[src/design/clp_pkg.sv]
package clp_pkg;

  // fixed widths of the request and result fields
  localparam int unsigned WIRE_W      = 10;
  localparam int unsigned LAYER_OUT_W = 16;
  localparam int unsigned COUNT_W     = 32;
  localparam int unsigned WCOUNT_W    = 11;

  // configuration port
  localparam int unsigned PADDR_W = 3;
  localparam int unsigned PDATA_W = 32;

  // defaults of the top-level parameters
  localparam int unsigned MAX_WIRES_DEFAULT  = 1024;
  localparam int unsigned LAYER_BITS_DEFAULT = 16;

  // generation tag kept next to each ready layer in the table
  localparam int unsigned EPOCH_W = 4;

  localparam logic [WCOUNT_W-1:0] WIRE_COUNT_RESET = WCOUNT_W'(16);
  localparam logic                NORMALIZE_RESET  = 1'b1;

  typedef enum logic {
    REG_WIRE_COUNT = 1'b0,
    REG_NORMALIZE  = 1'b1
  } reg_idx_e;

  typedef enum logic {
    OP_PACK  = 1'b0,
    OP_CLEAR = 1'b1
  } op_e;

  typedef enum logic [1:0] {
    ST_PLACED  = 2'd0,
    ST_DROPPED = 2'd1,
    ST_RANGE   = 2'd2,
    ST_CLEARED = 2'd3
  } status_e;

  typedef enum logic [2:0] {
    S_SWEEP,
    S_IDLE,
    S_READ,
    S_CALC,
    S_WRITE_B
  } state_e;

  typedef struct packed {
    logic [WCOUNT_W-1:0] wire_count;
    logic                normalize;
  } cfg_t;

endpackage

[src/design/clp_cfg.sv]
module clp_cfg
  import clp_pkg::*;
(
  input  logic               clk_i,
  input  logic               rst_ni,
  input  logic               psel,
  input  logic               penable,
  input  logic               pwrite,
  input  logic [PADDR_W-1:0] paddr,
  input  logic [PDATA_W-1:0] pwdata,
  output logic [PDATA_W-1:0] prdata,
  output logic               pready,
  output cfg_t               cfg_o
);

  cfg_t     cfg_q, cfg_d;
  reg_idx_e idx;
  logic     wr_en;

  assign pready = 1'b1;
  assign wr_en  = psel & penable & pwrite & pready;
  assign idx    = reg_idx_e'(paddr[2]);

  always_comb begin
    cfg_d = cfg_q;
    if (wr_en) begin
      case (idx)
        REG_WIRE_COUNT: cfg_d.wire_count = pwdata[WCOUNT_W-1:0];
        REG_NORMALIZE:  cfg_d.normalize  = pwdata[0];
        default:        cfg_d = cfg_q;
      endcase
    end
  end

  always_comb begin
    case (idx)
      REG_WIRE_COUNT: prdata = PDATA_W'(cfg_q.wire_count);
      REG_NORMALIZE:  prdata = PDATA_W'(cfg_q.normalize);
      default:        prdata = '0;
    endcase
  end

  always_ff @(posedge clk_i or negedge rst_ni) begin
    if (!rst_ni) begin
      cfg_q.wire_count <= WIRE_COUNT_RESET;
      cfg_q.normalize  <= NORMALIZE_RESET;
    end else begin
      cfg_q <= cfg_d;
    end
  end

  assign cfg_o = cfg_q;

endmodule

[config.mk]
export PLATFORM = sky130hd
export DESIGN_NAME = clp_cfg
export DESIGN_NICKNAME = d
export VERILOG_FILES = /design/src/design/clp_pkg.sv /design/src/design/clp_cfg.sv
export SDC_FILE = /design/constraint.sdc
export NUM_CORES = 1
export LEC_CHECK = 0
export CAP_MARGIN = 20
export CORE_UTILIZATION = 53
export DETAILED_ROUTE_END_ITERATION = 6
export DONT_BUFFER_PORTS = 1
export PLACE_DENSITY = 0.72
export REMOVE_ABC_BUFFERS = 1
export SLEW_MARGIN = 10
export SYNTH_ARGS = -nofsm -noshare
export SYNTH_HDL_FRONTEND = slang
export SYNTH_SLANG_ARGS = --single-unit
[constraint.sdc]
create_clock -name clk_i -period 0.8 [get_ports clk_i]
set_input_delay 0.08 -clock clk_i [delete_from_list [all_inputs] [get_ports clk_i]]
set_output_delay 0.08 -clock clk_i [all_outputs]
set_load 0.005 [all_outputs]
* Word-level counts from Yosys, hierarchy flattened *
Index checks and enable logic that the tools add are counted.
W data, S select, Z words.

operators by class
  multiplexer cells = 1
  bitwise operators = 3
  reduce and logical (&&, ||, !) cells = 2

operators with widths
  kind               count
  $pmux W32 S2       1
  $reduce_and A2 Y1  2
  $and A1 B1 Y1      2
  $not A1 Y1         1

word-level totals
  bits in registers = 12
  input bits = 40
  logic and storage cells = 8

* Longest topological paths before layout *
Gate-level depths: netlist of the first run.

  word-level depth = 3
  depth in mapped cells = 3

* Least setup slack after synthesis of the first run *
Ideal clock, no wire load.

  path type = input -> register
  from = in paddr[2]
  to = reg cfg_q, in the netlist cfg_o[10]
  setup time = 0.125 ns
  data arrival time = 0.683 ns
  path slack = -0.008 ns
  cell stages on the path = 3
  path buffers = 1
  path through = nand4b_4 > buf_6 > mux2_4

between the ends
  cells in the longest elaborated chain, start to end = 2

ends and longest elaborated chain
  item                                line           source
  start: declaration                  clp_cfg.sv:9   input logic [PADDR_W-1:0] paddr,
  $not A1 Y1                          --
  $reduce_and A2 Y1 (no source line)  --
  end signal: assignment              clp_cfg.sv:48  cfg_q <= cfg_d;
  end: declaration                    clp_cfg.sv:16  cfg_t cfg_q, cfg_d;

Every way passes these cells.
A chain may end at the register's enable or synchronous reset.

* Worst setup path after layout of the first run *
  from = reg cfg_q, in the netlist cfg_o[0]
  to = out prdata[0]

between the ends
  cells in the longest elaborated chain, start to end = 1

ends and longest elaborated chain
  item              line           source
  $pmux W32 S2      clp_cfg.sv:36  case (idx)
  end: declaration  clp_cfg.sv:11  output logic [PDATA_W-1:0] prdata,

Every way passes these cells. The select of a mux whose other input is x is not followed.

==> results of run 1 <==
==> power by group through the flow <==
stage,clock network [mW],registers (mW),logic [mW]
after floorplan,0,0.864,0.300
after global placement,0,0.851,0.515
after detailed placement,0,0.855,0.535
after CTS,0.481,0.870,0.809
after global routing,0.516,0.895,0.987
final,0.475,0.878,0.911
==> cell families after synthesis <==
kind of cell | synth area share, %
buffers and inverters | 23.5
multiplexers | 24.0
flip-flops | 39.5
AND/OR/NAND/NOR | 12.1
other | 0.979
==> timing repair <==
| action | in CTS | in global routing |
|---|---|---|
| buffers inserted | 3 | 4 |
| setup endpoints to repair | 23 | 28 |
| resized for setup | 31 | 3 |
| pin swaps | 0 | 0 |
| hold buffers | 12 | 0 |
| hold endpoints to repair | 24 | 0 |
==> worst max-delay path by stage <==
stage / cells past startpoint / to / from
2_1_floorplan: 2 / cfg_o[10]$_DFFE_PN0P_ / paddr[2]
3_3_place_gp: 3 / cfg_o[9]$_DFFE_PN0P_ / paddr[2]
3_5_place_dp: 3 / cfg_o[4]$_DFFE_PN0P_ / paddr[2]
4_1_cts: 1 / prdata[0] / cfg_o[0]$_DFFE_PN1P_
5_1_grt: 1 / prdata[0] / cfg_o[0]$_DFFE_PN1P_
6_report: 1 / prdata[0] / cfg_o[0]$_DFFE_PN1P_
==> stage by stage <==
stage	total power [mW]	TNS [ps]	utilization [%]	hold slack, ps
after floorplan	1.16	-452	-	-216
after global placement	1.37	-189	58.9	-215
after detailed placement	1.39	-262	58.9	-215
after CTS	2.16	-3350	81.3	46.4
after global routing	2.40	-4660	84.4	51.2
final	2.26	-3790	84.4	49.4
==> layout make-up <==
type,instances,share of cell area [%]
Sequential cell,12,27.2
Tap cell,15,1.69
Multi-Input combinational cell,47,39.4
Clock buffer,4,3.26
Timing Repair Buffer,30,28.5
==> Yosys cell counts <==
cell type	n	area [um2]
buf_6	1	11.3
dfstp_2	2	52.6
clkbuf_1	1	3.75
mux2_2	3	33.8
conb_1	2	7.51
mux2_4	10	150
dfrtp_1	10	250
buf_4	22	165
nor2b_1	10	62.6
nand4_1	1	6.26
nand4b_4	1	23.8
==> per-layer routing <==
metal	up-vias	track usage (%)	share of wire (%)	routed length (um)
met1	242	23.9	34	541
met4	0	5.17	1.1	18
met2	36	37.1	56	891
met3	2	8.89	8.6	137
met5	-	0	0	0
li1	220	-	-	-
==> summary.txt, run 1 <==
Setup path
  • CP Capture Type: output port
  • Worst path cell trace: mux2_4
  • R2R Setup Slk: -100 ps
  • Worst Setup Start Kind: register
  • Crit path largest cell delay: ~560 ps
  • Largest delay share family, worst path: flip-flops
  • Worst reg2reg path startpoint: cfg_o[9]$_DFFE_PN0P_
  • CP required: ~700 ps
  • Critical Path Slowest Stage Cell: dfstp_2
  • CP Class: reg -> out
  • Buf/Inv on CP: 0
  • R2R Path End: cfg_o[9]$_DFFE_PN0P_
  • Reg2reg path depth: 2
  • Data arrival, critical path: between 900 and 1000 ps
  • Crit Path Max Fanout: 3

Global routing
  • GR Overflow Total: 0
  • Initial antenna violation count: 0
  • Total track usage: about a fifth
  • Global-route wire length before repair: roughly 2200 um
  • Largest net degree at the start of global routing: 14
  • Number of global-route vias before repair: ~460

Drt
  • Antenna viol nets, final: 0
  • DRC: 0
  • Via count: 500
  • Vias per cell: roughly 4.6
  • 1st-pass router iterations: 2
  • Drt first-iter violations: 6
  • Drt wl/cell: approximately 15 um
  • Routed Wire Length: ~1600 um

Timing
  • Final Setup Violations: 29
  • Max-slew violations: 0
  • Fmax: between 0.9 and 1 GHz
  • Final period util: 132%
  • Slew HR: 63.9%
  • Fin. Hold Viols: 0
  • Worst setup margin: -260 ps
  • Fin crit period: 1060 ps
  • RSZ-0062 raised after global routing: yes
  • Slew @ Worst Pin: 540 ps
  • Max Clock Skew: 0 ps

Logic synthesis
  • Syn Std Cell Area: ~770 um2
  • Seq/Total Area, Yosys: between 30% and 40%
  • Register bit total from synthesis: 12
  • YS warnings: 0
  • Mapped Cells: 63
  • Average cell area after synthesis: between 10 and 15 um2
  • Yosys cell types: 11

Run status
  • Status: complete, but fails checks
  • Failing checks: negative setup slack

Cells and area
  • Max FFs per register: 12
  • Fraction of layout cells with a size suffix above 1: between 50% and 60%
  • Commonest non-fill, non-tap cells in the layout: conb_1, buf_6, dlygate4sd3_1, mux2_4
  • FF/Latch Area: roughly 300 um2
  • Post-Layout Cell Count: 108
  • Multi-input gate area: between 400 and 500 um2
  • Fin area: 1110 um2
  • Most common cell after layout, fill and taps aside: conb_1
  • Final #Nets: between 100 and 150
  • Fillers: 65
  • Area Growth Syn to Fin: 45.0%
  • Diode count: 0

Floorplan
  • Full die area: approximately 1600 um2
  • Num ports: 85
  • Initial Utilization: 58.2%
  • Die width: about 40 um
  • Die span in y: approximately 40 um
  • Core Region: around 1300 um2
  • Rows: 13

Place
  • Placement-stage cell area: approximately 780 um2
  • Setup WS pre-CTS: -31.8 ps
  • Placed Cells: 85
  • DPL Wire Length: roughly 910 um
  • GPL Wtd Cong: just over 0.6
  • Port bufs: 0

Clock tree
  • CTS tree: done
  • CTS Buf Count: 3
  • Clock latency on the worst-skew pair: 270 ps
  • H-tree levels: 1
  • TritonCTS Sinks: 12
  • Root buf cell: clkbuf_4
  • Clk slew on worst S/H paths: approximately 80 ps
  • Clock Path Buffers: 2

Power
  • Leak: 0.586 nW
  • Switch share: between 20% and 30%
  • Max rail drop VDD: ~0.0014 V
  • Internal power: about 1.7 mW
  • Sequential power share: between 30% and 40%
  • Sw power: 0.566 mW
  • Cell Pwr Density: 2040 nW/um2
  • Clk pwr share: between 20% and 30%
  • Logic gate share of total power: 40.2%

Min path
  • Hold Path End: cfg_o[0]$_DFFE_PN1P_
  • Hold path startpoint: paddr[2]
  • Hold Path Depth: 2
  • Class of the worst hold path: in -> reg

Flow run
  • Max cap viols: 0
No activity file was read; power rests on OpenSTA's default activity.
==> inputs of run 2 (changes only) <==
--- a/config.mk
+++ b/config.mk
@@ -9,6 +9,7 @@
 export CORE_UTILIZATION = 53
 export DETAILED_ROUTE_END_ITERATION = 6
 export DONT_BUFFER_PORTS = 1
+export GPL_TIMING_DRIVEN = 0
 export PLACE_DENSITY = 0.72
 export REMOVE_ABC_BUFFERS = 1
 export SLEW_MARGIN = 10
==> summary.txt, run 2 (same netlist as run 1, synthesis figures left out) <==
Run status
  • Status: complete, but fails checks
  • Failing checks: negative setup slack

Global routing
  • Total track usage: a little under a fifth
  • Initial antenna violation count: 0
  • Met1 GRT Util: a little over a fifth
  • Number of global-route vias before repair: 384
  • Largest net degree at the start of global routing: 14
  • GRT met2 Usage: between 30% and 40%
  • GR Overflow Total: 0
  • Grt peak-use layer: met2
  • Global-route wire length before repair: around 1900 um
  • Met3 usage: slightly below 8%

Drt
  • Drt wl/cell: roughly 15 um
  • Vias per cell: 4.74
  • DRC: 0
  • 1st-pass router iterations: 2
  • Antenna viol nets, final: 0
  • Drt first-iter violations: 2
  • Via count: roughly 420
  • Routed Wire Length: around 1300 um

Place
  • GPL Wtd Cong: 0.583
  • Port bufs: 0
  • Placed Cells: 74
  • Placement-stage cell area: a little under 700 um2
  • DPL Wire Length: approximately 750 um

Cells and area
  • Final #Nets: roughly 120
  • Max FFs per register: 12
  • Fin area: roughly 900 um2
  • Most common cell after layout, fill and taps aside: conb_1
  • Post-Route Utilization: roughly 68%
  • Diode count: 0
  • Fillers: 88
  • Area Growth Syn to Fin: 17.6%
  • Fraction of layout cells with a size suffix above 1: between 30 and 40%
  • Post-Layout Cell Count: 89
  • Commonest non-fill, non-tap cells in the layout: conb_1, dlygate4sd3_1, mux2_4, nor2b_4, dfrtp_1

Timing
  • Fin Setup TNS: -1580 ps
  • Max Clock Skew: 0 ps
  • Slew @ Worst Pin: 518 ps
  • Worst setup margin: -242 ps
  • Fin. Hold Viols: 0
  • Hold WS: around 45 ps
  • Slew HR: between 60% and 70%
  • Fmax: between 0.9 and 1 GHz
  • Fin crit period: 1040 ps
  • Final Setup Violations: 14
  • Final period util: 130%
  • RSZ-0062 raised after global routing: yes
  • Max-slew violations: 0

Setup path
  • Crit Path Max Fanout: 3
  • Data arrival, critical path: roughly 960 ps
  • CP required: 720 ps
  • Critical Path Slowest Stage Cell: dfstp_2
  • Largest delay share family, worst path: flip-flops
  • Buf/Inv on CP: 0
  • Worst path cell trace: nor2b_4
  • Crit path largest cell delay: roughly 550 ps
  • CP Capture Type: output port
  • Worst Setup Start Kind: register
  • CP Class: reg -> out

Floorplan
  • Die span in y: 40.0 um
  • Num ports: 85
  • Core Region: roughly 1300 um2
  • Full die area: roughly 1600 um2
  • Die width: about 40 um
  • Initial Utilization: 58.2%
  • Rows: 13

Clock tree
  • CTS Buf Count: 3
  • Clock latency on the worst-skew pair: approximately 260 ps
  • Clk slew on worst S/H paths: 70 ps
  • Root buf cell: clkbuf_4
  • H-tree levels: 1
  • CTS tree: done
  • Clock Path Buffers: 2
  • TritonCTS Sinks: 12

Power
  • Sequential power share: 52.4%
  • Clk pwr share: between 10% and 20%
  • Internal power: approximately 1.3 mW
  • Leak: around 0.47 nW
  • Max rail drop VDD: between 0.001 and 0.0015 V
  • Sw power: about 0.44 mW
  • Switch share: about a quarter
  • Logic gate share of total power: about 28%
  • Cell Pwr Density: roughly 1900 nW/um2

Flow run
  • Max cap viols: 0

Min path
  • Class of the worst hold path: in -> reg
==> run 2: cell count changes in the layout (fill, tap and decap cells not counted) <==
cell and delta:
buf_6 -13, buf_4 -4, buf_12 -1, clkbuf_8 -1
==> run 2: worst paths after layout <==
kind / cells past startpoint / end / slack (ps) / start
min in group asynchronous: 1 / cfg_o[6]$_DFFE_PN0P_ / 230 / rst_ni
worst min-delay path: 2 / cfg_o[0]$_DFFE_PN1P_ / 40 / paddr[2]
worst max register to register: 1 / cfg_o[4]$_DFFE_PN0P_ / 0 / cfg_o[4]$_DFFE_PN0P_
max in group asynchronous: 1 / cfg_o[5]$_DFFE_PN1P_ / 210 / rst_ni
worst min register to register: 1 / cfg_o[1]$_DFFE_PN0P_ / 570 / cfg_o[1]$_DFFE_PN0P_
worst max-delay path: 1 / prdata[4] / -240 / cfg_o[5]$_DFFE_PN1P_
==> run 2: repair_timing <==
item / in CTS / in global routing
hold endpoints to repair: 24 / 0
buffers inserted: 0 / 0
hold buffers: 12 / 0
resized for setup: 21 / 0
endpoints found under the setup margin: 13 / 23
pin swaps: 0 / 0
==> run 2: area by class of cell <==
cell class | count | area (um2) | share of cell area, %
clock buffers | 3 | 22.5 | 2.50
multi-input cells | 47 | 438 | 48.5
flip-flops and latches | 12 | 303 | 33.6
well taps | 15 | 18.8 | 2.08
repair buffers | 12 | 120 | 13.3
==> run 2: through the flow <==
step	power, mW	setup slack [ps]
after CTS	1.72	-254
after detailed placement	1.21	-127
after global routing	1.84	-284
after global placement	1.21	-116
after floorplan	1.16	-45.2
final	1.72	-242
==> run 2: power by group through the flow <==
| stage | Combinational, mW | Sequential (mW) | Clock (mW) |
|---|---|---|---|
| 2_1_floorplan | 0.300 | 0.864 | 0 |
| 3_3_place_gp | 0.312 | 0.894 | 0 |
| 3_5_place_dp | 0.322 | 0.891 | 0 |
| 4_1_cts | 0.471 | 0.896 | 0.357 |
| 5_1_grt | 0.528 | 0.925 | 0.384 |
| 6_report | 0.478 | 0.903 | 0.343 |
==> run 2: layer usage <==
layer	up-vias	wire length (um)	share of wire (%)
li1	184	-	-
met1	203	423	33
met2	33	745	58
met3	2	112	8.7
met4	0	10	0.77
met5	-	0	0
