$ cat src/design/clp_pkg.sv
package clp_pkg;

  // fixed widths of the request and result fields
  localparam int unsigned WIRE_W      = 10;
  localparam int unsigned LAYER_OUT_W = 16;
  localparam int unsigned COUNT_W     = 32;
  localparam int unsigned WCOUNT_W    = 11;

  // configuration port
  localparam int unsigned PADDR_W = 3;
  localparam int unsigned PDATA_W = 32;

  // defaults of the top-level parameters
  localparam int unsigned MAX_WIRES_DEFAULT  = 1024;
  localparam int unsigned LAYER_BITS_DEFAULT = 16;

  // generation tag kept next to each ready layer in the table
  localparam int unsigned EPOCH_W = 4;

  localparam logic [WCOUNT_W-1:0] WIRE_COUNT_RESET = WCOUNT_W'(16);
  localparam logic                NORMALIZE_RESET  = 1'b1;

  typedef enum logic {
    REG_WIRE_COUNT = 1'b0,
    REG_NORMALIZE  = 1'b1
  } reg_idx_e;

  typedef enum logic {
    OP_PACK  = 1'b0,
    OP_CLEAR = 1'b1
  } op_e;

  typedef enum logic [1:0] {
    ST_PLACED  = 2'd0,
    ST_DROPPED = 2'd1,
    ST_RANGE   = 2'd2,
    ST_CLEARED = 2'd3
  } status_e;

  typedef enum logic [2:0] {
    S_SWEEP,
    S_IDLE,
    S_READ,
    S_CALC,
    S_WRITE_B
  } state_e;

  typedef struct packed {
    logic [WCOUNT_W-1:0] wire_count;
    logic                normalize;
  } cfg_t;

endpackage

$ cat src/design/clp_seq.sv
module clp_seq
  import clp_pkg::*;
#(
  parameter int unsigned MAX_WIRES  = MAX_WIRES_DEFAULT,
  parameter int unsigned LAYER_BITS = LAYER_BITS_DEFAULT,
  localparam int unsigned AW        = $clog2(MAX_WIRES),
  localparam int unsigned ENTRY_W   = EPOCH_W + LAYER_BITS
) (
  input  logic                   clk_i,
  input  logic                   rst_ni,
  input  cfg_t                   cfg_i,
  input  logic                   start_i,
  output logic                   busy_o,
  input  logic                   opcode_i,
  input  logic [WIRE_W-1:0]      left_wire_i,
  input  logic [WIRE_W-1:0]      right_wire_i,
  output logic                   result_valid_o,
  output logic [LAYER_OUT_W-1:0] assigned_layer_o,
  output logic [WIRE_W-1:0]      out_left_o,
  output logic [WIRE_W-1:0]      out_right_o,
  output logic [LAYER_OUT_W-1:0] network_depth_o,
  output logic [COUNT_W-1:0]     comparator_total_o,
  output logic [1:0]             status_o,
  // ready table
  output logic                   rd_en_o,
  output logic [AW-1:0]          rd_addr_a_o,
  output logic [AW-1:0]          rd_addr_b_o,
  input  logic [ENTRY_W-1:0]     rd_data_a_i,
  input  logic [ENTRY_W-1:0]     rd_data_b_i,
  output logic                   wr_en_o,
  output logic [AW-1:0]          wr_addr_o,
  output logic [ENTRY_W-1:0]     wr_data_o
);

  localparam logic [LAYER_BITS-1:0] LAYER_MAX = '1;
  localparam logic [EPOCH_W-1:0]    EPOCH_MAX = '1;
  localparam logic [EPOCH_W-1:0]    EPOCH_ONE = EPOCH_W'(1);
  localparam logic [COUNT_W-1:0]    COUNT_MAX = '1;
  localparam logic [AW-1:0]         SWEEP_LAST = AW'(MAX_WIRES - 1);

  state_e                 state_q, state_d;
  logic [WIRE_W-1:0]      a_q, a_d, b_q, b_d;
  logic [EPOCH_W-1:0]     epoch_q, epoch_d;
  logic [AW-1:0]          sweep_q, sweep_d;
  logic [LAYER_BITS-1:0]  depth_q, depth_d;
  logic [COUNT_W-1:0]     count_q, count_d;
  logic [LAYER_BITS-1:0]  layer_q, layer_d;
  logic [LAYER_BITS-1:0]  next_q, next_d;

  logic                   res_valid_q, res_valid_d;
  logic [LAYER_OUT_W-1:0] res_layer_q, res_layer_d;
  logic [WIRE_W-1:0]      res_left_q, res_left_d;
  logic [WIRE_W-1:0]      res_right_q, res_right_d;
  logic [LAYER_OUT_W-1:0] res_depth_q, res_depth_d;
  logic [COUNT_W-1:0]     res_total_q, res_total_d;
  status_e                res_status_q, res_status_d;

  logic [WIRE_W-1:0]      na, nb;
  logic                   swap, range_bad;
  logic [LAYER_BITS-1:0]  ra, rb, layer_max;

  // request decode
  assign swap = cfg_i.normalize && (left_wire_i > right_wire_i);
  assign na   = swap ? right_wire_i : left_wire_i;
  assign nb   = swap ? left_wire_i  : right_wire_i;
  assign range_bad = (32'(na) >= 32'(cfg_i.wire_count)) ||
                     (32'(nb) >= 32'(cfg_i.wire_count)) ||
                     (32'(na) >= 32'(MAX_WIRES)) ||
                     (32'(nb) >= 32'(MAX_WIRES));

  // an entry from an older generation reads as layer zero
  assign ra = (rd_data_a_i[ENTRY_W-1 -: EPOCH_W] == epoch_q) ?
              rd_data_a_i[LAYER_BITS-1:0] : '0;
  assign rb = (rd_data_b_i[ENTRY_W-1 -: EPOCH_W] == epoch_q) ?
              rd_data_b_i[LAYER_BITS-1:0] : '0;
  assign layer_max = (ra > rb) ? ra : rb;

  always_comb begin
    state_d      = state_q;
    a_d          = a_q;
    b_d          = b_q;
    epoch_d      = epoch_q;
    sweep_d      = sweep_q;
    depth_d      = depth_q;
    count_d      = count_q;
    layer_d      = layer_q;
    next_d       = next_q;
    res_valid_d  = 1'b0;
    res_layer_d  = res_layer_q;
    res_left_d   = res_left_q;
    res_right_d  = res_right_q;
    res_depth_d  = res_depth_q;
    res_total_d  = res_total_q;
    res_status_d = res_status_q;
    busy_o       = 1'b1;
    rd_en_o      = 1'b0;
    rd_addr_a_o  = AW'(a_q);
    rd_addr_b_o  = AW'(b_q);
    wr_en_o      = 1'b0;
    wr_addr_o    = AW'(a_q);
    wr_data_o    = {epoch_q, next_q};

    case (state_q)
      S_SWEEP: begin
        // tag every entry with generation zero, which is never current
        wr_en_o   = 1'b1;
        wr_addr_o = sweep_q;
        wr_data_o = '0;
        sweep_d   = sweep_q + AW'(1);
        if (sweep_q == SWEEP_LAST) begin
          epoch_d = EPOCH_ONE;
          state_d = S_IDLE;
        end
      end
      S_IDLE: begin
        busy_o = 1'b0;
        if (start_i) begin
          a_d         = na;
          b_d         = nb;
          res_left_d  = na;
          res_right_d = nb;
          res_layer_d = '0;
          res_depth_d = LAYER_OUT_W'(depth_q);
          res_total_d = count_q;
          if (op_e'(opcode_i) == OP_CLEAR) begin
            depth_d      = '0;
            count_d      = '0;
            res_valid_d  = 1'b1;
            res_left_d   = '0;
            res_right_d  = '0;
            res_depth_d  = '0;
            res_total_d  = '0;
            res_status_d = ST_CLEARED;
            if (epoch_q == EPOCH_MAX) begin
              sweep_d = '0;
              state_d = S_SWEEP;
            end else begin
              epoch_d = epoch_q + EPOCH_ONE;
            end
          end else if (range_bad) begin
            res_valid_d  = 1'b1;
            res_status_d = ST_RANGE;
          end else if (na == nb) begin
            res_valid_d  = 1'b1;
            res_status_d = ST_DROPPED;
          end else begin
            state_d = S_READ;
          end
        end
      end
      S_READ: begin
        rd_en_o = 1'b1;
        state_d = S_CALC;
      end
      S_CALC: begin
        layer_d   = layer_max;
        next_d    = (layer_max == LAYER_MAX) ? LAYER_MAX : layer_max + LAYER_BITS'(1);
        wr_en_o   = 1'b1;
        wr_addr_o = AW'(a_q);
        wr_data_o = {epoch_q, next_d};
        state_d   = S_WRITE_B;
      end
      S_WRITE_B: begin
        wr_en_o      = 1'b1;
        wr_addr_o    = AW'(b_q);
        wr_data_o    = {epoch_q, next_q};
        depth_d      = (next_q > depth_q) ? next_q : depth_q;
        count_d      = (count_q == COUNT_MAX) ? count_q : count_q + COUNT_W'(1);
        res_valid_d  = 1'b1;
        res_layer_d  = LAYER_OUT_W'(layer_q);
        res_depth_d  = LAYER_OUT_W'(depth_d);
        res_total_d  = count_d;
        res_status_d = ST_PLACED;
        state_d      = S_IDLE;
      end
      default: begin
        state_d = S_IDLE;
      end
    endcase
  end

  always_ff @(posedge clk_i or negedge rst_ni) begin
    if (!rst_ni) begin
      state_q     <= S_SWEEP;
      epoch_q     <= '0;
      sweep_q     <= '0;
      depth_q     <= '0;
      count_q     <= '0;
      res_valid_q <= 1'b0;
    end else begin
      state_q     <= state_d;
      epoch_q     <= epoch_d;
      sweep_q     <= sweep_d;
      depth_q     <= depth_d;
      count_q     <= count_d;
      res_valid_q <= res_valid_d;
    end
  end

  always_ff @(posedge clk_i) begin
    a_q          <= a_d;
    b_q          <= b_d;
    layer_q      <= layer_d;
    next_q       <= next_d;
    res_layer_q  <= res_layer_d;
    res_left_q   <= res_left_d;
    res_right_q  <= res_right_d;
    res_depth_q  <= res_depth_d;
    res_total_q  <= res_total_d;
    res_status_q <= res_status_d;
  end

  assign result_valid_o     = res_valid_q;
  assign assigned_layer_o   = res_layer_q;
  assign out_left_o         = res_left_q;
  assign out_right_o        = res_right_q;
  assign network_depth_o    = res_depth_q;
  assign comparator_total_o = res_total_q;
  assign status_o           = res_status_q;

endmodule

$ cat config.mk
export PLATFORM = sky130hd
export DESIGN_NAME = clp_seq
export DESIGN_NICKNAME = d
export VERILOG_FILES = /design/src/design/clp_pkg.sv /design/src/design/clp_seq.sv
export SDC_FILE = /design/constraint.sdc
export NUM_CORES = 1
export LEC_CHECK = 0
export BUFFER_PORTS_ARGS = -buffer_cell sky130_fd_sc_hd__buf_2
export CORE_ASPECT_RATIO = 1.1
export CORE_MARGIN = 3
export CORE_UTILIZATION = 57
export DETAILED_ROUTE_END_ITERATION = 6
export GPL_ROUTABILITY_DRIVEN = 0
export PLACE_DENSITY = 0.82
export SLEW_MARGIN = 20
export SYNTH_ARGS = -nofsm -noshare
export SYNTH_HDL_FRONTEND = slang
export SYNTH_SLANG_ARGS = --single-unit
$ cat constraint.sdc
create_clock -name clk_i -period 6.15 [get_ports clk_i]
set_input_delay 0.3075 -clock clk_i [delete_from_list [all_inputs] [get_ports clk_i]]
set_output_delay 0.3075 -clock clk_i [all_outputs]
set_load 0.02 [all_outputs]
==> Yosys cells after proc, flatten, opt, wreduce, memory -nomap -nowiden <==
Cells that the tools add are included.
{ "word_totals": {"regBits": 204, "output_inout_bits": 140, "word_cells": 104, "inputBits": 76} }
{ "classes": {"add_sub_neg": 4, "eq_ne": 20, "muxes": 47, "order_cmp": 5, "n_reduce_logical": 12} }
{ "op_table": {"columns": ["op", "count"], "rows": [
  ["$mux 16", 8],
  ["$mux 32", 3],
  ["$pmux 16 s2", 2],
  ["$pmux 32 s2", 1],
  ["$mux 10", 5],
  ["$pmux 10 s2", 2],
  ["$pmux 20 s2", 1],
  ["$add 32x1->32 const B", 1],
  ["$eq 32x32->1 const B", 1],
  ["$gt 16x16->1", 2],
  ["$ge 10x11->1", 2],
  ["$mux 3", 6],
  ["$add 16x1->16 const B", 1],
  ["$eq 16x16->1 const B", 1],
  ["$mux 4", 4],
  ["$pmux 3 s4", 1],
  ["$add 10x1->10 const B", 1],
  ["$eq 10x10->1", 1],
  ["$eq 10x10->1 const B", 1],
  ["$gt 10x10->1", 1],
  ["$ne 2x2->1 const B", 5],
  ["$reduce_and 5->1", 2],
  ["$ne 3x3->1 const B", 3],
  ["$eq 4x4->1", 2],
  ["19 further kinds", 31]
]} }

==> Depth between registers and ports, before layout <==
Gate-level depths: netlist (run 1).
{ "logic_depth": {"ltp_word": 9, "depth_mapped": 25, "ltp_nobuf": 19} }

==> Worst setup path before layout (run 1) <==
Ideal clock, no wire load.
{ "synth_timing": {"path_type": "register to output", "from": "register epoch_q[3]", "to": "output port wr_data_o[15]", "stages_incl_launch_ff": 22, "arrival_time_ps": 5591, "slack_ps": 251, "required_time_ps": 5843, "cell_sequence": "dfrtp_1 > buf_2 > xor2_1 > nor4_4 > clkbuf_1 > nand2_1 > ha_1 > nand4_1 > nor4_1 > a21boi_0 > and3b_1 > nor2_2 > buf_2 > mux2i_1 > ha_1 > clkbuf_1 > nand2_1 > or3_1 > clkbuf_1 > mux2i_1 > and4b_1 > o31ai_1"} }
{ "synth_between": {"elab_chain_cells": 7, "elab_cells_between_ends": 10, "cone_classes": "1 x add/sub; 1 x order compare; 3 x eq/ne; 5 x mux"} }
{ "synth_rtl": {"columns": ["element", "line", "source"], "rows": [
  ["start: declaration", "clp_seq.sv:43", "logic [EPOCH_W-1:0] epoch_q, epoch_d;"],
  ["start signal: assignment", "clp_seq.sv:192", "epoch_q <= epoch_d;"],
  ["$eq 4x4->1 (on tied branches)", "clp_seq.sv:72, clp_seq.sv:74", null],
  ["$mux 16 (on tied branches)", "clp_seq.sv:72, clp_seq.sv:74", null],
  ["$gt 16x16->1", "clp_seq.sv:76", "assign layer_max = (ra > rb) ? ra : rb;"],
  ["$mux 16 *", "clp_seq.sv:76", null],
  ["named net layer_max[0]", "clp_seq.sv:60", "logic [LAYER_BITS-1:0] ra, rb, layer_max;"],
  ["$add 16x1->16 / $eq 16x16->1 (equally long branches)", "clp_seq.sv:157", "next_d = (layer_max == LAYER_MAX) ? LAYER_MAX : layer_max + LAYER_BITS'(1);"],
  ["$mux 16 *", "clp_seq.sv:157", null],
  ["$pmux 20 s2 *", "clp_seq.sv:103", "case (state_q)"],
  ["end: declaration", "clp_seq.sv:32", "output logic [ENTRY_W-1:0] wr_data_o"]
]} }
Mark *: on every way through the listed nets, which the timed path passes. The rest lies on a longest branch.

==> Worst setup path after layout (run 1) <==
{ "layout_timing": {"from": "register epoch_q[2]", "to": "output port wr_data_o[12]"} }
The elaborated chain is that of the path after synthesis.

==> results_dict.tcl, run 1 <==
set metrics [dict create \
    status "completed" \
    die-area_um2 22200 \
    wl_per_cell_um 19.0 \
    holdBufCountCts 0 \
    cts_buffers 22 \
    antennaDiodeCount 0 \
    hp-class "in -> async" \
    ctsHtreeMaxLevel 1 \
    die_h_um 156 \
    period_needed_ns 5.93 \
    grt_pass1_vias 9254 \
    clk_pin_slew_worst_paths_ns 0.06 \
    power_switching_mw 2.39 \
    drv_slew 0 \
    slowest_delay_ns 0.47 \
    final-hold-violation-count 0 \
    r2r_setup_slack_ns 1.15 \
    root_buffer "clkbuf_16" \
    yosys_register_bits 204 \
    p_per_area_nw_per_um2 425 \
    gr-total-overflow 0 \
    clock_sinks 204 \
    highest-signal-layer "met5" \
    syn_area_um2 11700 \
    p_leak_nw 5.98 \
    first_pass_iters 5 \
    cts_tree "done" \
    worstSetupStartpointType "register" \
    vias_per_cell 6.16 \
    place_inst 1557 \
    worstRegToRegCells 19 \
    dpl.hpwl_mm 21.7 \
    drt_iter0_markers 935 \
    synthArstFlopShare 0.324 \
    finalClockSkew_ns 0.00592 \
    cp.arrival_ns 5.62 \
    synth_seq_area_share 0.497 \
    routed_wl_mm 30.4 \
    fin_area_um2 13800 \
    fp.dieW_um 142 \
    max_freq_mhz 169 \
    final.period_utilization 0.964 \
    ys.flop_type "edfxtp_1" \
    portBuffers 215 \
    cts_max_path_buffers 3 \
    syn2layout_area_growth_pct 18.2 \
    clk_latency_ns 0.50 \
    power_mw 5.85 \
    nNetsFinal 1476 \
    synthCells 1124 \
    rr_startpoint "epoch_q[2]" \
    syn_area_per_cell_um2 10.4 \
    slew_headroom 0.271 \
    rows 54 \
    wl_met3_mm 2.78 \
    max_slew.worst_pin.slew_ns 1.08 \
    intPower_mw 3.45 \
    vias 9865 \
    switching_share 0.409 \
    synth_edf_count 138 \
    drc_errors 0 \
    fin_cells 1602 \
    synth_nets 1266 \
    ios 216 \
    yosys.cell_types.count 68 \
    placed_cell_area_um2 13000 \
    cp_slowest_cell "dfrtp_1" \
    vdd_drop_max_mv 0.313 \
    crit_type "reg -> out" \
    setup_viol 0 \
    initial_utilization 0.585 \
    grt_max_degree 72 \
    end_kind "output port" \
    worstPathRequired_ns 5.84 \
    wl_met2_mm 14.0 \
    cp_max_fo 8 \
    power_frac_clock 0.229 \
    wirelength_met1_mm 12.6 \
    power_frac_comb 0.412 \
    grtUsageTotal 0.261 \
    grt_pass1_wl_mm 47.3 \
    path_cells "xor2_1, nor4_2, buf_4, clkdlybuf4s15_2, and2_1, ha_1, nand4_1, nor4_2, a21boi_0, and3b_1, nor2_4, mux2i_1, buf_4, ha_2, nand2_1, or3_1, a2111oi_2, a21oi_1, mux2_2, a22o_1, buf_2" \
    yosysWarnings 0 \
    holdWs_ns 0.0123 \
    rr_endpoint "next_q[12]" \
    seq_power_share 0.359 \
    antenna_found_initial 1 \
    core-area_um2 19900 \
    postRouteAntennaNets 0 \
    cap_violations 0 \
    drive_gt1_frac 0.241 \
]
==> registers in the layout, indices dropped and copies added, names as in the netlist, 3 cells and up <==
name / count
comparator_total_o: 32
count_q: 32
assigned_layer_o: 16
depth_q: 16
layer_q: 16
network_depth_o: 16
next_q: 16
out_left_o: 10
out_right_o: 10
rd_addr_a_o: 10
rd_addr_b_o: 10
sweep_q: 10
epoch_q: 4
state_q: 3
==> cells in the final DEF (no fill, tap or decap), types with 38 or more instances in the layout <==
cell type / instances
nand3_1: 53
edfxtp_1: 138
nor2_1: 51
nand2_1: 131
buf_2: 217
o21ai_0: 81
a21oi_1: 57
dfrtp_1: 66
a22o_1: 38
ha_1: 65
inv_1: 54
mux2i_1: 43
==> power by group through the flow <==
stage                     registers [mW]  clock network (mW)  logic, mW
after floorplan                     2.23                   0       1.48
after global placement              2.10                   0       2.28
after detailed placement            2.11                   0       2.33
after CTS                           2.09                1.37       2.35
after global routing                2.14                1.43       2.60
final                               2.10                1.34       2.41
==> kinds of logic after synthesis <==
logic type / after synthesis / synth area share
muxes: 69 / 0.0622
AOI/OAI and AO/OA: 257 / 0.141
buffers and inverters: 104 / 0.0355
DFF: 204 / 0.497
xor gates and xnor gates: 16 / 0.0120
adders and majority gates: 66 / 0.0709
and+or+nand+nor: 408 / 0.181
==> worst max path at each step <==
stage,from,endpoint
after global routing,epoch_q[2],wr_data_o[12]
final,epoch_q[2],wr_data_o[12]
after floorplan,epoch_q[3],wr_data_o[15]
after global placement,epoch_q[3],wr_data_o[0]
after CTS,epoch_q[3],wr_data_o[15]
after detailed placement,epoch_q[3],wr_data_o[15]
==> Yosys cell counts, drive strengths merged, types with 2 or more instances <==
cell type,n,area share
nor2b,25,0.013
clkbuf,36,0.012
mux2,24,0.024
edfxtp,138,0.36
or3,8,0.0043
a21oi,57,0.024
and3,32,0.017
ha,66,0.071
nor4,12,0.0090
dfrtp,66,0.14
nor3b,4,0.0026
nand2b,2,0.0011
and4,4,0.0030
a22o,38,0.029
nor4b,3,0.0035
o31ai,9,0.0058
xnor2,6,0.0045
inv,54,0.017
o2111ai,2,0.0015
o41ai,2,0.0015
mux2i,45,0.039
a21o,14,0.0090
a31o,3,0.0023
a2111oi,3,0.0028
or4,3,0.0026
a211oi,3,0.0019
nand2,131,0.042
a211o,3,0.0023
o21ai,87,0.037
a31oi,8,0.0043
xor2,10,0.0075
nor3,16,0.0073
nand3,56,0.025
or2,4,0.0021
a41oi,2,0.0015
o211ai,2,0.0013
clkinv,2,0.00064
o21a,14,0.0090
and2,25,0.013
buf,12,0.0059
nand4,24,0.013
nor2,55,0.018
==> metal layers <==
layer,vias to the layer above,track usage
li1,4595,-
met1,4656,0.364
met2,517,0.406
met3,95,0.0622
met4,2,0.0874
met5,-,0
==> what timing repair did <==
action | in CTS | in global routing
endpoints found under the setup margin | 0 | 9
gates resized for setup | 0 | 9
setup buffers | 0 | 2
==> critical path, delay by kind of cell, from the launching register on <==
kind,cells,cell delay [ns]
compound gates,4,0.87
simple gates,8,1.91
xor+xnor,1,0.21
fa+ha+maj,2,0.40
flops,1,0.47
mux,2,0.53
buf+inv,4,0.73
==> layout make-up <==
cell class              instances  area, um2
clock buffers                  29        628
clock inverters                11        115
fillers                      1445       6150
inverters                      56        210
multi-input cells             816       5490
flip-flops and latches        204       5800
well taps                     252        315
repair buffers                234       1220
==> stage by stage <==
| step | TNS, ns | setup slack, ns | util |
|---|---|---|---|
| global route | -0.0429 | -0.0429 | 0.691 |
| floorplan | 0 | 0.251 | - |
| global placement | 0 | 0.793 | 0.650 |
| finish | 0 | 0.221 | 0.691 |
| CTS | 0 | 0.0278 | 0.688 |
| detailed placement | 0 | 0.552 | 0.650 |
(Power assumes the default switching activity.)
==> run 2, diff against run 1 <==
--- a/config.mk
+++ b/config.mk
@@ -7,7 +7,6 @@
 export LEC_CHECK = 0
 export BUFFER_PORTS_ARGS = -buffer_cell sky130_fd_sc_hd__buf_2
 export CORE_ASPECT_RATIO = 1.1
-export CORE_MARGIN = 3
 export CORE_UTILIZATION = 57
 export DETAILED_ROUTE_END_ITERATION = 6
 export GPL_ROUTABILITY_DRIVEN = 0
==> results_dict.tcl, run 2 (synthesized netlist as in run 1, its figures left out) <==
set metrics [dict create \
    status "finished, violations left" \
    violations "DRC" \
    finalClockSkew_ns 0.0164 \
    max_freq_mhz 171 \
    portBuffers 215 \
    final.period_utilization 0.949 \
    highest-signal-layer "met4" \
    grt_max_degree 67 \
    fill_cells 1483 \
    place_inst 1556 \
    switching_share 0.411 \
    ios 216 \
    drt_iter0_markers 877 \
    p_per_area_nw_per_um2 420 \
    power_mw 5.77 \
    antenna_found_initial 0 \
    intPower_mw 3.40 \
    max_slew.worst_pin.slew_ns 0.990 \
    r2r_setup_slack_ns 1.31 \
    rows 54 \
    cts_max_path_buffers 3 \
    grt_pass1_vias 9005 \
    power_frac_comb 0.421 \
    grt_pass1_wl_mm 45.9 \
    p_leak_nw 5.94 \
    final-hold-violation-count 0 \
    worstPathRequired_ns 5.84 \
    vias 9693 \
    clk_pin_slew_worst_paths_ns 0.06 \
    wl_met2_mm 13.1 \
    vias_per_cell 6.05 \
    core-area_um2 19900 \
    cap_violations 0 \
    nNetsFinal 1475 \
    clock_sinks 204 \
    wirelength_met1_mm 12.4 \
    drive_gt1_frac 0.236 \
    clk_latency_ns 0.50 \
    die_h_um 152 \
    power_switching_mw 2.37 \
    dp_slack_ns 0.415 \
    postRouteAntennaNets 0 \
    slew_headroom 0.339 \
    drv_slew 0 \
    period_needed_ns 5.84 \
    cp.arrival_ns 5.53 \
    root_buffer "clkbuf_16" \
    fp.dieW_um 138 \
    gr-total-overflow 0 \
    cts_buffers 22 \
    grtUsageTotal 0.270 \
    setup_slack_ns 0.312 \
    crit_type "reg -> out" \
    dpl.hpwl_mm 21.0 \
    wl_per_cell_um 18.1 \
    holdBufCountCts 0 \
    fin_cells 1601 \
    cts_tree "done" \
    holdWs_ns 0.00354 \
    seq_power_share 0.362 \
    first_pass_iters 7 \
    cp_max_fo 11 \
    die-area_um2 21000 \
    setup_viol 0 \
    most-common-layout-cells "buf_2 (215), edfxtp_1 (138), nand2_1 (131)" \
    initial_utilization 0.585 \
    syn2layout_area_growth_pct 17.9 \
    final_common_cell "buf_2" \
    wl_met3_mm 2.51 \
    end_kind "output port" \
    power_frac_clock 0.216 \
    routed_wl_mm 28.9 \
    vdd_drop_max_mv 0.270 \
    worstSetupStartpointType "register" \
    worstRegToRegCells 19 \
    drc_errors 62 \
    final_core_util 0.689 \
    antennaDiodeCount 0 \
    hp-class "in -> async" \
    rr_startpoint "epoch_q[1]" \
    ctsHtreeMaxLevel 1 \
    rr_endpoint "next_q[3]" \
]
run 2: cell types whose count changed in the layout (fill, tap and decap cells not counted), sizes merged:
cell / before / now
clkinv: 8 / 7
clkbuf: 29 / 33
clkinvlp: 1 / 0
bufinv: 2 / 0
buf: 233 / 232
run 2: power by group through the flow:
stage	registers (mW)	logic, mW	clock network, mW
CTS	2.09	2.34	1.26
finish	2.09	2.43	1.25
global route	2.13	2.62	1.31
global placement	2.10	2.27	0
floorplan	2.23	1.48	0
detailed placement	2.11	2.31	0
run 2: cell type report:
cell class | count | area (um2) | share of cell area
clock buffers | 33 | 633 | 0.0461
clock inverters | 7 | 37.5 | 0.00273
inverters | 56 | 210 | 0.0153
multi-input cells | 816 | 5520 | 0.402
flip-flops and latches | 204 | 5800 | 0.422
well taps | 252 | 315 | 0.0230
repair buffers | 233 | 1230 | 0.0894
run 2: layer usage:
layer,GRT usage,vias to the layer above
met5,0,-
met4,0.100,0
met3,0.0555,84
met2,0.420,468
met1,0.373,4553
li1,-,4588
run 2: through the flow:
stage,TNS (ns),area (um2)
after floorplan,0,11700
after global placement,0,13000
after detailed placement,0,13000
after CTS,0,13600
after global routing,-0.0273,13700
final,0,13700
run 2: how the worst max path moves through the flow:
| stage | startpoint | to | slack, ns | cells after the start |
|---|---|---|---|---|
| after floorplan | epoch_q[3] | wr_data_o[15] | 0.25 | 21 |
| after global placement | epoch_q[3] | wr_data_o[3] | 0.67 | 20 |
| after detailed placement | epoch_q[0] | wr_data_o[3] | 0.42 | 21 |
| after CTS | epoch_q[0] | wr_data_o[3] | 0.01 | 21 |
| after global routing | epoch_q[2] | wr_data_o[3] | -0.03 | 21 |
| final | epoch_q[1] | wr_data_o[3] | 0.31 | 21 |
run 2: critical path: stages (launching register included):
cell	delay [ns]
dfrtp_1	0.44
xor2_1	0.20
nor4_2	0.37
buf_4	0.17
clkdlybuf4s15_2	0.29
and2_1	0.18
ha_1	0.15
nand4_1	0.12
nor4_2	0.31
a21boi_1	0.21
and3b_1	0.26
nor2_4	0.18
mux2i_4	0.31
ha_4	0.21
nand2_1	0.08
or3_4	0.37
nor4_1	0.26
mux2i_1	0.10
buf_4	0.21
o211ai_1	0.18
a22o_1	0.23
buf_2	0.18
run 2: what timing repair did:
action                     CTS  global route
gates resized for setup      2             8
gates cloned                 0             1
setup endpoints to repair    5             8
setup buffers                0             4
pin swaps                    0             3
